**config.mk**
```make
export PLATFORM = sky130hd
export DESIGN_NAME = mouse_packet_deframer
export DESIGN_NICKNAME = d
export VERILOG_FILES = /design/src/hdl/mpd_pkg.sv /design/src/hdl/mouse_packet_deframer.sv /design/src/hdl/mpd_in_stage.sv /design/src/hdl/mpd_deframe.sv /design/src/hdl/mpd_out_stage.sv
export SDC_FILE = /design/constraint.sdc
export NUM_CORES = 1
export LEC_CHECK = 0
export ABC_AREA = 1
export BUFFER_PORTS_ARGS = -buffer_cell sky130_fd_sc_hd__clkbuf_2
export CAP_MARGIN = 10
export CORE_AREA = 2 2 160 162
export CTS_CLUSTER_SIZE = 40
export DETAILED_ROUTE_END_ITERATION = 10
export DIE_AREA = 0 0 162 164
export HOLD_SLACK_MARGIN = 0.15
export PLACE_DENSITY = 0.75
export SETUP_SLACK_MARGIN = 0.1
export SYNTH_ARGS = -nofsm -noshare
export SYNTH_HDL_FRONTEND = slang
export SYNTH_HIERARCHICAL = 1
export SYNTH_SLANG_ARGS = --single-unit
export TNS_END_PERCENT = 50
```
**constraint.sdc**
```tcl
create_clock -name clk_i -period 19.6 [get_ports clk_i]
set_input_delay 5.88 -clock clk_i [delete_from_list [all_inputs] [get_ports clk_i]]
set_output_delay 5.88 -clock clk_i [all_outputs]
set_load 0.005 [all_outputs]
```
**src/hdl/mpd_pkg.sv**
```systemverilog
// Shared types and constants for the mouse packet deframer.
// No dependencies; imported by every module of the block.
package mpd_pkg;

  localparam int unsigned BYTE_W  = 8;
  localparam int unsigned COUNT_W = 32;
  localparam int unsigned FIELDS  = 4;

  localparam logic [BYTE_W-1:0] HEADER_RESET = 8'hAA;

  typedef enum logic [2:0] {
    ST_TAKEN   = 3'd0,
    ST_DISCARD = 3'd1,
    ST_REPORT  = 3'd2,
    ST_BADSUM  = 3'd3,
    ST_DROPPED = 3'd4
  } status_e;

  typedef struct packed {
    status_e                   status;
    logic [BYTE_W-1:0]         buttons;
    logic signed [BYTE_W-1:0]  dx;
    logic signed [BYTE_W-1:0]  dy;
    logic signed [BYTE_W-1:0]  wheel;
    logic [COUNT_W-1:0]        good;
    logic [COUNT_W-1:0]        bad;
    logic [COUNT_W-1:0]        seen;
  } mpd_result_t;

endpackage

```
**src/hdl/mouse_packet_deframer.sv**
```systemverilog
// Mouse packet deframer: header hunt, four field bytes, additive checksum.
// Each input byte passes through the input register, then the result register.
// Throughput: one byte per cycle while out_ready_i does not stall; one new byte is taken while a result waits.
// Reset (async, active low): hunting, header 0xAA, counters and fields zero.
// Depends on mpd_pkg, mpd_in_stage, mpd_deframe, mpd_out_stage.
module mouse_packet_deframer import mpd_pkg::*; (
  input  logic                     clk_i,
  input  logic                     rst_ni,
  // received byte channel
  input  logic                     in_valid_i,
  output logic                     in_ready_o,
  input  logic [BYTE_W-1:0]        rx_byte_i,
  input  logic                     host_ready_i,
  // per-byte status channel
  output logic                     out_valid_o,
  input  logic                     out_ready_i,
  output logic [2:0]               status_o,
  output logic [BYTE_W-1:0]        report_buttons_o,
  output logic signed [BYTE_W-1:0] report_dx_o,
  output logic signed [BYTE_W-1:0] report_dy_o,
  output logic signed [BYTE_W-1:0] report_wheel_o,
  output logic [COUNT_W-1:0]       good_packets_o,
  output logic [COUNT_W-1:0]       bad_packets_o,
  output logic [COUNT_W-1:0]       bytes_seen_o,
  // header register write
  input  logic                     cfg_valid_i,
  output logic                     cfg_ready_o,
  input  logic [BYTE_W-1:0]        header_value_i
);

  logic              item_valid;
  logic [BYTE_W-1:0] item_byte;
  logic              item_host;
  logic              out_free;
  logic              step;
  mpd_result_t       next_res;
  mpd_result_t       out_res;

  // The header register takes a write in any cycle.
  assign cfg_ready_o = 1'b1;

  // A byte moves from the input register into the result register when the
  // result register is empty or draining in the same cycle.
  assign step = item_valid && out_free;

  mpd_in_stage u_in (
    .clk_i        (clk_i),
    .rst_ni       (rst_ni),
    .in_valid_i   (in_valid_i),
    .in_ready_o   (in_ready_o),
    .rx_byte_i    (rx_byte_i),
    .host_ready_i (host_ready_i),
    .take_i       (step),
    .valid_o      (item_valid),
    .byte_o       (item_byte),
    .host_ready_o (item_host)
  );

  // Framing state only moves on a step, so each byte is processed once.
  mpd_deframe u_deframe (
    .clk_i          (clk_i),
    .rst_ni         (rst_ni),
    .cfg_valid_i    (cfg_valid_i),
    .header_value_i (header_value_i),
    .step_i         (step),
    .rx_byte_i      (item_byte),
    .host_ready_i   (item_host),
    .result_o       (next_res)
  );

  mpd_out_stage u_out (
    .clk_i       (clk_i),
    .rst_ni      (rst_ni),
    .load_i      (step),
    .result_i    (next_res),
    .free_o      (out_free),
    .out_ready_i (out_ready_i),
    .out_valid_o (out_valid_o),
    .result_o    (out_res)
  );

  assign status_o         = out_res.status;
  assign report_buttons_o = out_res.buttons;
  assign report_dx_o      = out_res.dx;
  assign report_dy_o      = out_res.dy;
  assign report_wheel_o   = out_res.wheel;
  assign good_packets_o   = out_res.good;
  assign bad_packets_o    = out_res.bad;
  assign bytes_seen_o     = out_res.seen;

  // Report fields are zero on every status other than a report.
  a_report_zero: assert property (@(posedge clk_i) disable iff (!rst_ni)
    out_valid_o && status_o != ST_REPORT |->
      report_buttons_o == '0 && report_dx_o == '0 &&
      report_dy_o == '0 && report_wheel_o == '0)
    else $error("report fields set without a report");

endmodule

```
**src/hdl/mpd_in_stage.sv**
```systemverilog
// Input register for received bytes.
// Depends on mpd_pkg.
module mpd_in_stage import mpd_pkg::*; (
  input  logic              clk_i,
  input  logic              rst_ni,
  input  logic              in_valid_i,
  output logic              in_ready_o,
  input  logic [BYTE_W-1:0] rx_byte_i,
  input  logic              host_ready_i,
  input  logic              take_i,
  output logic              valid_o,
  output logic [BYTE_W-1:0] byte_o,
  output logic              host_ready_o
);

  logic              valid_q, valid_d;
  logic [BYTE_W-1:0] byte_q;
  logic              host_q;

  assign in_ready_o = !valid_q || take_i;
  assign valid_d    = (in_valid_i && in_ready_o) ? 1'b1 :
                      (take_i ? 1'b0 : valid_q);

  always_ff @(posedge clk_i or negedge rst_ni) begin
    if (!rst_ni) begin
      valid_q <= 1'b0;
    end else begin
      valid_q <= valid_d;
    end
  end

  always_ff @(posedge clk_i) begin
    if (in_valid_i && in_ready_o) begin
      byte_q <= rx_byte_i;
      host_q <= host_ready_i;
    end
  end

  assign valid_o      = valid_q;
  assign byte_o       = byte_q;
  assign host_ready_o = host_q;

endmodule

```
**src/hdl/mpd_deframe.sv**
```systemverilog
// Deframing state, field store, counters and per-byte result logic.
// Depends on mpd_pkg.
module mpd_deframe import mpd_pkg::*; (
  input  logic              clk_i,
  input  logic              rst_ni,
  input  logic              cfg_valid_i,
  input  logic [BYTE_W-1:0] header_value_i,
  input  logic              step_i,
  input  logic [BYTE_W-1:0] rx_byte_i,
  input  logic              host_ready_i,
  output mpd_result_t       result_o
);

  localparam logic [2:0] POS_HUNT  = 3'd0;
  localparam logic [2:0] POS_FIRST = 3'd1;
  localparam logic [2:0] POS_LAST  = 3'd4;
  localparam logic [2:0] POS_CHECK = 3'd5;

  logic [2:0]         pos_q, pos_d;
  logic [BYTE_W-1:0]  header_q;
  logic [BYTE_W-1:0]  field_q [FIELDS];
  logic [COUNT_W-1:0] good_q, good_d;
  logic [COUNT_W-1:0] bad_q, bad_d;
  logic [COUNT_W-1:0] seen_q, seen_d;
  logic [BYTE_W-1:0]  sum;
  logic [1:0]         field_idx;
  logic               store_en;
  mpd_result_t        res;

  assign sum       = field_q[0] + field_q[1] + field_q[2] + field_q[3];
  assign field_idx = pos_q[1:0] - 2'd1;

  always_comb begin
    pos_d       = pos_q;
    good_d      = good_q;
    bad_d       = bad_q;
    seen_d      = seen_q + 32'd1;
    store_en    = 1'b0;
    res         = '0;
    res.status  = ST_DISCARD;
    priority if (pos_q >= POS_FIRST && pos_q <= POS_LAST) begin
      store_en   = 1'b1;
      pos_d      = pos_q + 3'd1;
      res.status = ST_TAKEN;
    end else if (pos_q == POS_CHECK) begin
      pos_d = POS_HUNT;
      priority if (sum != rx_byte_i) begin
        bad_d      = bad_q + 32'd1;
        res.status = ST_BADSUM;
      end else if (host_ready_i) begin
        good_d      = good_q + 32'd1;
        res.status  = ST_REPORT;
        res.dx      = field_q[0];
        res.dy      = field_q[1];
        res.buttons = field_q[2];
        res.wheel   = field_q[3];
      end else begin
        res.status = ST_DROPPED;
      end
    end else begin
      // hunting; stray codes fall here too
      if (rx_byte_i == header_q) begin
        pos_d      = POS_FIRST;
        res.status = ST_TAKEN;
      end else begin
        pos_d      = POS_HUNT;
        res.status = ST_DISCARD;
      end
    end
    res.good = good_d;
    res.bad  = bad_d;
    res.seen = seen_d;
  end

  assign result_o = res;

  always_ff @(posedge clk_i or negedge rst_ni) begin
    if (!rst_ni) begin
      pos_q      <= POS_HUNT;
      header_q   <= HEADER_RESET;
      good_q     <= '0;
      bad_q      <= '0;
      seen_q     <= '0;
      field_q[0] <= '0;
      field_q[1] <= '0;
      field_q[2] <= '0;
      field_q[3] <= '0;
    end else begin
      if (cfg_valid_i) begin
        header_q <= header_value_i;
      end
      if (step_i) begin
        pos_q  <= pos_d;
        good_q <= good_d;
        bad_q  <= bad_d;
        seen_q <= seen_d;
        if (store_en) begin
          field_q[field_idx] <= rx_byte_i;
        end
      end
    end
  end

  a_pos_range: assert property (@(posedge clk_i) disable iff (!rst_ni)
    pos_q <= POS_CHECK)
    else $error("byte position out of range");

  a_seen_step: assert property (@(posedge clk_i) disable iff (!rst_ni)
    step_i |=> seen_q == $past(seen_q) + 32'd1)
    else $error("byte count did not advance");

  a_check_rehunt: assert property (@(posedge clk_i) disable iff (!rst_ni)
    step_i && pos_q == POS_CHECK |=> pos_q == POS_HUNT)
    else $error("no return to hunting after checksum byte");

endmodule

```
**src/hdl/mpd_out_stage.sv**
```systemverilog
// Result register on the output channel.
// Depends on mpd_pkg.
module mpd_out_stage import mpd_pkg::*; (
  input  logic        clk_i,
  input  logic        rst_ni,
  input  logic        load_i,
  input  mpd_result_t result_i,
  output logic        free_o,
  input  logic        out_ready_i,
  output logic        out_valid_o,
  output mpd_result_t result_o
);

  logic        valid_q, valid_d;
  mpd_result_t result_q;

  assign free_o  = !valid_q || out_ready_i;
  assign valid_d = load_i ? 1'b1 : (out_ready_i ? 1'b0 : valid_q);

  always_ff @(posedge clk_i or negedge rst_ni) begin
    if (!rst_ni) begin
      valid_q <= 1'b0;
    end else begin
      valid_q <= valid_d;
    end
  end

  always_ff @(posedge clk_i) begin
    if (load_i) begin
      result_q <= result_i;
    end
  end

  assign out_valid_o = valid_q;
  assign result_o    = result_q;

endmodule

```
==> metrics.yaml <==
synth.top_cell.area_share_pct: 31.29
antenna_left: 0
diodes: 0
final_util_pct: 62.49
cp.required_ps: 13720
fmaxAchievable_mhz: 77.00
cts-root-buf: "clkbuf_16"
port-buffer-count: 154
status: "finished clean"
grt-ovfl-total: 0
startpoint_type: "input port"
detail_route.iter0.violations: 714
die_w_um: 162
fin_setup_tns_ps: 0
cp_num_buf_inv: 5
synthesis.area_mm2: 0.01344
drc: 0
first_pass_iters: 5
leakage_nw: 7.056
seq_area_mm2: 0.007737
rsz0062_at_grt: "no"
layout-drive-gt1-share_pct: 15.70
antenna_found_initial: 0
via_per_inst: 5.203
finalCritPeriodShare_pct: 66.26
path_cells: "clkbuf_2, inv_1, nand2_2, nand2_1, inv_8, inv_1, nand2_1, clkbuf_2"
crit_arrival_ps: 7110
worstMarginPinSlew_ps: 1143
placed_cell_area_mm2: 0.01446
multi_input_area_mm2: 0.004805
ctsHoldBuffers: 0
slowest_delay_ps: 560
clock_skew_ps: 23.59
fill_cells: 2083
final_nets: 1614
setup_viol: 0
cts_setup_buffers: 0
numCtsBuffers: 30
cts_resized: 0
yosysSeqAreaShare_pct: 57.59
cts_max_level: 1
crit_type: "in -> out"
power_density_mw_per_mm2: 153.9
r2r_slack_ps: 14620
p_total_mw: 2.387
slew_violations: 0
start_util_pct: 54.13
yosysMostFrequentCell: "nand2_1"
synthArstFlopShare_pct: 50.18
path_max_fanout: 131
synth_top_area_cell: "edfxtp_1"
dp_hpwl_um: 19610
synthTopCellsByArea: "edfxtp_1, dfrtp_1, nand2_1, inv_1, xor2_1"
period_needed_ps: 12990
wirelength_um: 28920
rows: 58
fin_area_mm2: 0.01551
layout_setup_ws_ps: 6613
dp_slack_ps: 6575
track_usage_pct: 22.34
clock-sinks: 281
hold_viol_final: 0
critPathTopFamily: "buffers and inverters"
peakVddDrop_v: 0.0001251
syn_inst: 1413
clk_pin_slew_ps: 50
synth-seq-cells: 281
die_h_um: 164
synth_nets: 1465
synth_enable_flop_cells: 140
cts_tree: "yes"
grt_max_degree: 132
grt_pass1_vias: 9851
hp-class: "reg -> reg"
ys_types: 50
synth.avg_cell_area_um2: 9.508
clock_path_buffers: 3
maxCapViolCount: 0
vias: 9968
gp_congestion: 0.9059
ys_warn_count: 6
maxSlewHeadroom_pct: 23.52
die_area_mm2: 0.02657
post_drt_wl_per_cell_um: 15.09
core_mm2: 0.02482
yosys-top-cells-count: "nand2_1, inv_1, edfxtp_1"
ios: 156
ys.flop_type: "edfxtp_1"
area_delta_synth_final_pct: 15.44
cp_slowest_cell: "inv_8"
clk_latency_ps: 550
cp-end-kind: "primary output"
grt_pass1_wl_um: 47960
flip-flops by register name, summed over array words and instances (netlist names):
register	count
u_deframe/bad_q	32
u_in/host_ready_o	1
u_deframe/good_q	32
u_deframe/header_q	8
u_deframe/field_q	32
u_out/out_valid_o	1
u_deframe/pos_q	3
u_in/valid_o	1
u_in/byte_o	8
u_out/result_o	131
u_deframe/seen_q	32
power by group:
| group | internal (mW) | total (mW) | switching [mW] |
|---|---|---|---|
| registers | 0.771 | 0.852 | 0.0809 |
| clock network | 0.361 | 0.590 | 0.229 |
| logic | 0.327 | 0.945 | 0.618 |
worst register-to-register path, stage by stage (launching register included):
cell      delay [ps]
dfrtp_1          400
fa_1             540
inv_1             60
fa_1             510
inv_1             40
ha_1             230
fa_1             430
xnor2_1          210
xor2_1           200
nand3_2          270
clkinv_2         200
nand3_4          360
nor2_4           260
nand2_2          510
o21ai_0          360
nand2_1          140
nand2_1           90
nand2_1           70
stage by stage:
stage | hold slack (ps) | std cells
2_1_floorplan | 453.0 | 1413
3_3_place_gp | 477.8 | 1860
3_5_place_dp | 487.6 | 1860
4_1_cts | 501.7 | 1916
5_1_grt | 537.0 | 1916
6_report | 498.8 | 1916
routing by layer:
metal | global-route usage, % | up-vias | part of all wire (%)
li1 | - | 4854 | -
met1 | 30.98 | 4718 | 45
met2 | 36.50 | 339 | 47
met3 | 3.434 | 57 | 6.0
met4 | 7.321 | 0 | 2.6
met5 | 0 | - | 0
path summary, 6_finish.rpt:
check                                                         end                              start  depth (start not counted)
worst max register to register    u_deframe/good_q[2]$_DFFE_PN0P_   u_deframe/field_q[1]$_DFFE_PN0P_                         17
worst min register to register  u_deframe/field_q[30]$_DFFE_PN0P_  u_deframe/field_q[30]$_DFFE_PN0P_                          2
worst max-delay path                                   in_ready_o                        out_ready_i                          8
min in group asynchronous         u_deframe/seen_q[0]$_DFFE_PN0P_                             rst_ni                          1
worst min-delay path            u_deframe/field_q[30]$_DFFE_PN0P_  u_deframe/field_q[30]$_DFFE_PN0P_                          2
max in group asynchronous         u_deframe/good_q[6]$_DFFE_PN0P_                             rst_ni                          2
cell type report:
| cell class | instances | share of cell area (%) |
|---|---|---|
| Multi-Input combinational cell | 908 | 30.98 |
| Inverter | 182 | 4.461 |
| Timing Repair Buffer | 159 | 5.252 |
| Tap cell | 330 | 2.662 |
| Sequential cell | 281 | 49.89 |
| Clock buffer | 39 | 5.260 |
| Clock inverter | 17 | 1.500 |
cells in the final DEF (no fill, tap or decap), types with 2 or more instances in the layout:
master and n:
nand2_1 401, nor3_4 2, clkbuf_1 7, nor3_2 3
nor3_1 33, fa_1 14, dfrtp_1 137, nand3b_1 3
nand2_2 4, o21bai_1 3, clkbuf_2 153, xor2_1 61
xnor2_1 22, o21ai_0 89, nand3_1 53, clkinv_2 6
clkinvlp_4 3, o21ai_1 7, and2_1 3, nor4_1 12
nand4_1 36, a221oi_1 2, inv_2 6, nor2_4 2
bufinv_16 5, ha_1 16, clkbuf_16 31, clkinv_4 2
edfxtp_1 140, buf_4 5, nor2_1 106, mux2_2 3
inv_1 174, nor2_2 6, nand3_2 3, inv_6 2
dfstp_2 4, a21o_1 2, a21oi_1 10
kinds of logic (layout without fill, tap and decap cells):
| kind of cell | Yosys count | in the layout | synth area share [%] |
|---|---|---|---|
| other | 1 | 1 | 0.02791 |
| buffers and inverters | 224 | 397 | 6.649 |
| AO/OA/AOI/OAI | 120 | 120 | 4.787 |
| flip-flops | 281 | 281 | 57.59 |
| XOR/XNOR | 84 | 84 | 5.532 |
| AND/OR/NAND/NOR | 670 | 670 | 21.59 |
| adder cells (fa/ha/maj) | 30 | 30 | 3.576 |
| multiplexers | 3 | 3 | 0.2514 |
(Power assumes the default switching activity.)
